### config.mk
export PLATFORM = sky130hd
export DESIGN_NAME = hcbp_packer
export DESIGN_NICKNAME = d
export VERILOG_FILES = /design/src/rtl/assert_macros.svh /design/src/rtl/hcbp_pkg.sv /design/src/rtl/hcbp_packer.sv
export SDC_FILE = /design/constraint.sdc
export NUM_CORES = 1
export LEC_CHECK = 0
export BUFFER_PORTS_ARGS = -buffer_cell sky130_fd_sc_hd__buf_2
export CAP_MARGIN = 20
export CORE_MARGIN = 2
export CORE_UTILIZATION = 49
export DETAILED_ROUTE_END_ITERATION = 7
export PLACE_DENSITY_LB_ADDON = 0.25
export SLEW_MARGIN = 20
export SYNTH_ARGS = -nofsm -noshare
export SYNTH_HDL_FRONTEND = slang
export SYNTH_SLANG_ARGS = --single-unit
### constraint.sdc
create_clock -name clk -period 1.9 [get_ports clk]
set_input_delay 0.38 -clock clk [delete_from_list [all_inputs] [get_ports clk]]
set_output_delay 0.38 -clock clk [all_outputs]
set_load 0.05 [all_outputs]
### src/rtl/assert_macros.svh
// Assertion helpers used by huffman_code_bit_packer.
// Both macros check a property on the rising clock edge outside reset.
`ifndef ASSERT_MACROS_SVH
`define ASSERT_MACROS_SVH
`ifndef ASSERT_OFF
// Consequent must hold in the same cycle as the antecedent.
`define ASSERT_IMPL(lbl, clk, rst_n, ante, cons) \
  lbl: assert property (@(posedge clk) disable iff (!rst_n) (ante) |-> (cons)) \
    else $error("assertion failed: lbl");
// Consequent must hold in the cycle after the antecedent.
`define ASSERT_NEXT(lbl, clk, rst_n, ante, cons) \
  lbl: assert property (@(posedge clk) disable iff (!rst_n) (ante) |=> (cons)) \
    else $error("assertion failed: lbl");
`else
`define ASSERT_IMPL(lbl, clk, rst_n, ante, cons)
`define ASSERT_NEXT(lbl, clk, rst_n, ante, cons)
`endif
`endif

### src/rtl/hcbp_pkg.sv
package hcbp_pkg;

  // Field widths and table size.
  localparam int NUM_SYM          = 256;
  localparam int SYM_W            = 8;
  localparam int CODE_W           = 32;
  localparam int LEN_IN_W         = 6;
  localparam int BYTE_W           = 8;
  localparam int CNT_W            = $clog2(BYTE_W);
  localparam int MAX_CODE_LEN_DEF = 32;

  // Request function codes.
  typedef enum logic [1:0] {
    FUNC_LOAD   = 2'd0,
    FUNC_ENCODE = 2'd1,
    FUNC_FLUSH  = 2'd2
  } func_t;

  // Control sequencer states.
  typedef enum logic [2:0] {
    ST_IDLE,
    ST_LOOKUP,
    ST_ERROR,
    ST_SHIFT,
    ST_FLUSH
  } state_t;

  // Input request payload.
  typedef struct packed {
    logic [1:0]          func;
    logic [SYM_W-1:0]    symbol;
    logic [CODE_W-1:0]   code_bits;
    logic [LEN_IN_W-1:0] code_len;
  } in_t;

  // Result payload.
  typedef struct packed {
    logic [BYTE_W-1:0] out_byte;
    logic              kind;
    logic              last;
  } out_t;

  // Sequencer to packer controls.
  typedef struct packed {
    logic push;
    logic din;
    logic last;
    logic direct;
    logic direct_kind;
  } pk_ctl_t;

  // Packer to sequencer status.
  typedef struct packed {
    logic bit_ready;
    logic out_free;
    logic pend_empty;
  } pk_sts_t;

endpackage

### src/rtl/hcbp_packer.sv
module hcbp_packer (
  input  logic             clk,
  input  logic             rst_n,
  input  hcbp_pkg::pk_ctl_t ctl,
  output hcbp_pkg::pk_sts_t sts,
  output logic             out_valid,
  input  logic             out_ready,
  output hcbp_pkg::out_t   out_res
);

  localparam int BYTE_W = hcbp_pkg::BYTE_W;
  localparam int CNT_W  = hcbp_pkg::CNT_W;

  logic [BYTE_W-2:0] pend_r;
  logic [CNT_W-1:0]  cnt_r;
  logic              out_valid_r;
  hcbp_pkg::out_t    out_res_r;
  logic              out_free;
  logic              byte_full;

  // The output register can take a result when empty or when drained now.
  assign out_free  = !out_valid_r || out_ready;
  assign byte_full = (cnt_r == CNT_W'(BYTE_W - 1));

  assign sts.bit_ready  = !byte_full || out_free;
  assign sts.out_free   = out_free;
  assign sts.pend_empty = (cnt_r == '0);

  // Pending-bit count and output valid.
  always_ff @(posedge clk) begin
    if (!rst_n) begin
      cnt_r       <= '0;
      out_valid_r <= 1'b0;
    end else if (ctl.push && sts.bit_ready) begin
      if (byte_full) begin
        cnt_r       <= '0;
        out_valid_r <= 1'b1;
      end else begin
        cnt_r <= cnt_r + CNT_W'(1);
        if (out_ready) begin
          out_valid_r <= 1'b0;
        end
      end
    end else if (ctl.direct && out_free) begin
      out_valid_r <= 1'b1;
    end else if (out_ready) begin
      out_valid_r <= 1'b0;
    end
  end

  // Bit shift register and result payload.
  always_ff @(posedge clk) begin
    if (ctl.push && sts.bit_ready) begin
      pend_r <= {pend_r[BYTE_W-3:0], ctl.din};
      if (byte_full) begin
        out_res_r.out_byte <= {pend_r, ctl.din};
        out_res_r.kind     <= 1'b0;
        out_res_r.last     <= ctl.last;
      end
    end else if (ctl.direct && out_free) begin
      out_res_r.out_byte <= '0;
      out_res_r.kind     <= ctl.direct_kind;
      out_res_r.last     <= 1'b1;
    end
  end

  assign out_valid = out_valid_r;
  assign out_res   = out_res_r;

endmodule

==> Yosys cells after proc, flatten, opt, wreduce, memory -nomap -nowiden <==
Cells that the tools add are included.
{ "op_classes": {"add_sub_neg": 1, "multipliers": 0, "div_mod_pow": 0, "order_cmp": 0, "eq_ne": 2, "n_shift": 0, "mux": 8, "bitwise": 0, "n_reduce_logical": 9} }
{ "op_table": {"columns": ["cell", "count"], "rows": [
  ["10-bit two-way mux", 3],
  ["1-bit two-way mux", 4],
  ["3-bit by 1-bit adder with 3-bit output (second input constant)", 1],
  ["3-bit == test (second input constant)", 1],
  ["3-bit logical NOT", 1],
  ["3-bit two-way mux", 1],
  ["1-bit logical AND", 2],
  ["1-bit logical NOT", 2],
  ["1-bit logical OR", 2],
  ["2-bit inequality test (second input constant)", 1],
  ["2-bit AND reduction", 1],
  ["2-bit nonzero test", 1]
]} }
{ "totals": {"ff_bits": 21, "latchBits": 0, "ramBits": 0, "mem_bits_ro": 0, "input_bits": 8, "out_inout_bits": 14, "word_cells": 26, "mem_count": 0} }

==> Longest topological paths before layout <==
{ "logic_depth": {"depth_word": 6, "mapped_depth": 5, "ltp_nobuf": 4} }

==> Least setup slack after synthesis <==
OpenSTA, ideal clock, no wires.
{ "synth_timing": {"path_kind": "flip-flop to flip-flop", "start": "register cnt_r[0]", "end": "register out_res_r (netlist bit out_res[0]), enable pin", "setup_time_ns": 0.376, "t_arrival_ns": 1.289, "t_required_ns": 1.524, "setup_slack_ns": 0.234, "stages_incl_launch_ff": 5, "path_buffers": 0, "synth_period_minus_slack_ns": 1.666, "path_cell_list": "dfxtp_1 > ha_1 > ha_1 > mux2i_1 > nor2_1"} }
{ "synth_via": {"elab_chain_cells": 6, "elab_cells_between_ends": 7, "cone_classes": "eq/ne: 2; reduce/logical: 5"} }
{ "synth_lines": {"columns": ["element", "line", "text"], "rows": [
  ["start, declared", "hcbp_packer.sv:15", "logic [CNT_W-1:0] cnt_r;"],
  ["start signal, assigned", "hcbp_packer.sv:39", "cnt_r <= cnt_r + CNT_W'(1);"],
  ["3-bit == test *", "hcbp_packer.sv:23", "assign byte_full = (cnt_r == CNT_W'(BYTE_W - 1));"],
  ["1-bit logical NOT", "hcbp_packer.sv:25", "assign sts.bit_ready = !byte_full || out_free;"],
  ["1-bit logical OR", "hcbp_packer.sv:25", null],
  ["1-bit logical AND", "hcbp_packer.sv:53", "if (ctl.push && sts.bit_ready) begin"],
  ["2-bit inequality test (no line) / 2-bit nonzero test (equally long branches)", null, null],
  ["2-bit AND reduction (no line) *", null, null],
  ["end, declared", "hcbp_packer.sv:17", "hcbp_pkg::out_t out_res_r;"]
]} }
Mark *: on every way between the ends. The rest lies on a longest branch, timed or not.
A chain may end at the register's enable or synchronous reset.

==> results.md <==
- # diodes: 0
- Initial core utilization: 50.8%
- Fin util: 60.1%
- H-tree levels: 1
- First-pass GRT wire length: 1.73 mm
- Main synth FF type: edfxtp_1
- Post-layout nets: 92
- CP endpoint kind: output port
- Worst Path Max Fanout: 4
- Slew margin rel.: 83.1%
- IO Port Bufs: 21
- Max Fclk: 573 MHz
- Number of global-route vias before repair: 418
- Setup bufs post-CTS: 0
- Fin Clk Skew: 0.00102 ns
- Horiz. Die Dim: 45.6 µm
- Count of pins over their slew limit: 0
- Ys async rst share: 0%
- Met2 usage: 17.2%
- Leading area contributor after synthesis: edfxtp_1
- Area Growth Syn to Fin: 18.3%
- PD cells: 857 mW/mm²
- Seq cells post-synth: 21
- Critical Path Source Type: flop
- Number of flops mapped to enable cells by yosys: 17
- Post-synth cell types: 17
- Clk Latency, worst-skew pair: 0.29 ns
- Sequential share of the synthesized area: 69.6%
- FILL cells: 133
- Top-count cell post-synth: edfxtp_1
- Slew @ Worst Pin: 0.252 ns
- # rows: 15
- Number of max-cap violations: 0
- Register cell area after layout: 591 µm²
- Sink Count: 21
- DR iter-0 viols: 3
- Synthesized area: 848 µm²
- Total track usage: 12.2%
- Max IR drop VDD: 0.496 mV
- Synth warn: 0
- Status: complete, no violations
- Mean Syn Cell Area: 15.4 µm²
- DRC errors left: 0
- Clk root buf: clkbuf_4
- Largest family of logic cells by synthesized area: simple AND/OR/NAND/NOR gates
- Final Cycle Share: 91.9%
- Met3 usage: 3.57%
- Footprint of the multi-input gates: 230 µm²
- Complex-gate fraction of the synthesized area: 4.13%
- Layer with the highest usage: met2
- Final Setup Violations: 0
- Post-Route Setup TNS: 0 ns
- CTS Buf Count: 3
- Multiplexer area fraction after synthesis: 3.54%
- Vias per cell: 4.70
- Post-DP HPWL: 820 µm
- Leakage power: 0.415 nW
- Setup CP Type: flop to output port
- Initial antenna violation count: 0
- Post-Synthesis Cells: 55
- Worst Path Required: 1.52 ns
- Top cells by count, synth: edfxtp_1, and2_2, nand2_1, dfxtp_1
- Longest Clk Path Bufs: 2
- Reg clk slew, reported paths: 0.11 ns
- Largest net degree at the start of global routing: 17
- CTS tree: yes
- Routed len/inst: 11.8 µm
- Synth Area in Simple Gates: 14.7%
- Total number of vias: 456
- Grt met1 use: 16.7%
- First drt pass iteration count: 2
- Min Tclk post-route: 1.75 ns
- Grt ovf: 0
- Die height: 45.6 µm
- Ports: 22
- XOR/XNOR share of the synthesized area: 0%
- Core ar.: 0.00167 mm²
- Post-Synth Adder-Cell Area: 4.42%
- Top area cells in the synthesized netlist: edfxtp_1, dfxtp_1, and2_2, ha_1, mux2i_1
- Final wirelength: 1.14 mm
- Die area: 0.00208 mm²
- Unrepaired setup endpoints after global routing: false
- Hold WC Path Type: input pin to flop
- Post-Syn Nets: 66
- Share of cells above drive strength 1: 48.8%
- Antenna-violating nets left: 0
- Crit path DAT: 1.37 ns
- Fin. Hold Viols: 0
- Synth top area share: 60.2%
- Gpl congestion: 0.734
## metal layers
layer  vias to the layer above  share of wire (%)
met5                         -                  0
met4                         0               0.87
met3                         2                3.8
met2                        11                 47
met1                       203                 49
li1                        240                  -
## layout make-up
| type | instances | share of cell area (%) |
|---|---|---|
| repair buffers | 23 | 12.2 |
| clock inverters | 1 | 0.499 |
| multi-input cells | 29 | 22.9 |
| clock buffers | 3 | 2.24 |
| inverters | 3 | 1.12 |
| flip-flops and latches | 21 | 58.9 |
| well taps | 17 | 2.12 |
## worst paths after layout
kind	endpoint	slack [ns]	depth (start not counted)	start
min	pend_r[0]$_DFFE_PP_	0.26	1	ctl[3]
max	sts[2]	0.15	4	cnt_r[0]$_SDFFE_PN0P_
max reg2reg	out_res[2]$_SDFFCE_PN0P_	0.38	5	cnt_r[0]$_SDFFE_PN0P_
min reg2reg	pend_r[4]$_DFFE_PP_	0.45	0	pend_r[3]$_DFFE_PP_
## flip-flops by register name (all words and copies together), names as in the netlist
signal,count
out_res,10
pend_r,7
cnt_r,3
out_valid,1
## stage by stage
step           area [µm²]  hold slack, ns  cells  setup WS, ns  power [mW]
2_1_floorplan         848           0.417     55         0.234       0.635
3_3_place_gp          971           0.423     93         0.399       0.665
3_5_place_dp          971           0.426     93         0.344       0.667
4_1_cts               998           0.253     97        0.0781       0.870
5_1_grt              1000           0.255     97        0.0376       0.899
6_report             1000           0.263     97         0.153       0.860
## kinds of logic (layout without fill, tap and decap cells)
logic type               Yosys count  count (layout)
flip-flops                        21              21
AND/OR/NAND/NOR                   20              20
buffers and inverters              5              30
adder cells (fa/ha/maj)            3               3
AO/OA/AOI/OAI                      3               3
multiplexers                       3               3
## critical path: stages, from the launching register on
cell and delay, ns:
dfxtp_1 0.40, ha_1 0.18, ha_2 0.23, nand2_1 0.06
clkbuf_4 0.21
## where the power goes
part           switching (mW)  internal (mW)
clock network           0.126         0.0783
registers             0.00944          0.525
logic                  0.0841         0.0379
## timing repair
item,in CTS,in global routing
hold endpoints to repair,0,0
resized for setup,0,2
hold buffers,0,0
endpoints found under the setup margin,0,1
## cells in the final DEF, fill, tap and decap left out, drive strengths merged, types with 2 or more instances in the layout
master | synthesis | final
a21boi | 2 | 2
mux2i | 3 | 3
buf | 2 | 22
dfxtp | 4 | 4
edfxtp | 17 | 17
inv | 3 | 3
clkbuf | 0 | 4
and2 | 8 | 8
nor2b | 2 | 2
nand2 | 7 | 7
ha | 3 | 3
Note: power is estimated with default switching activity, not from simulation.
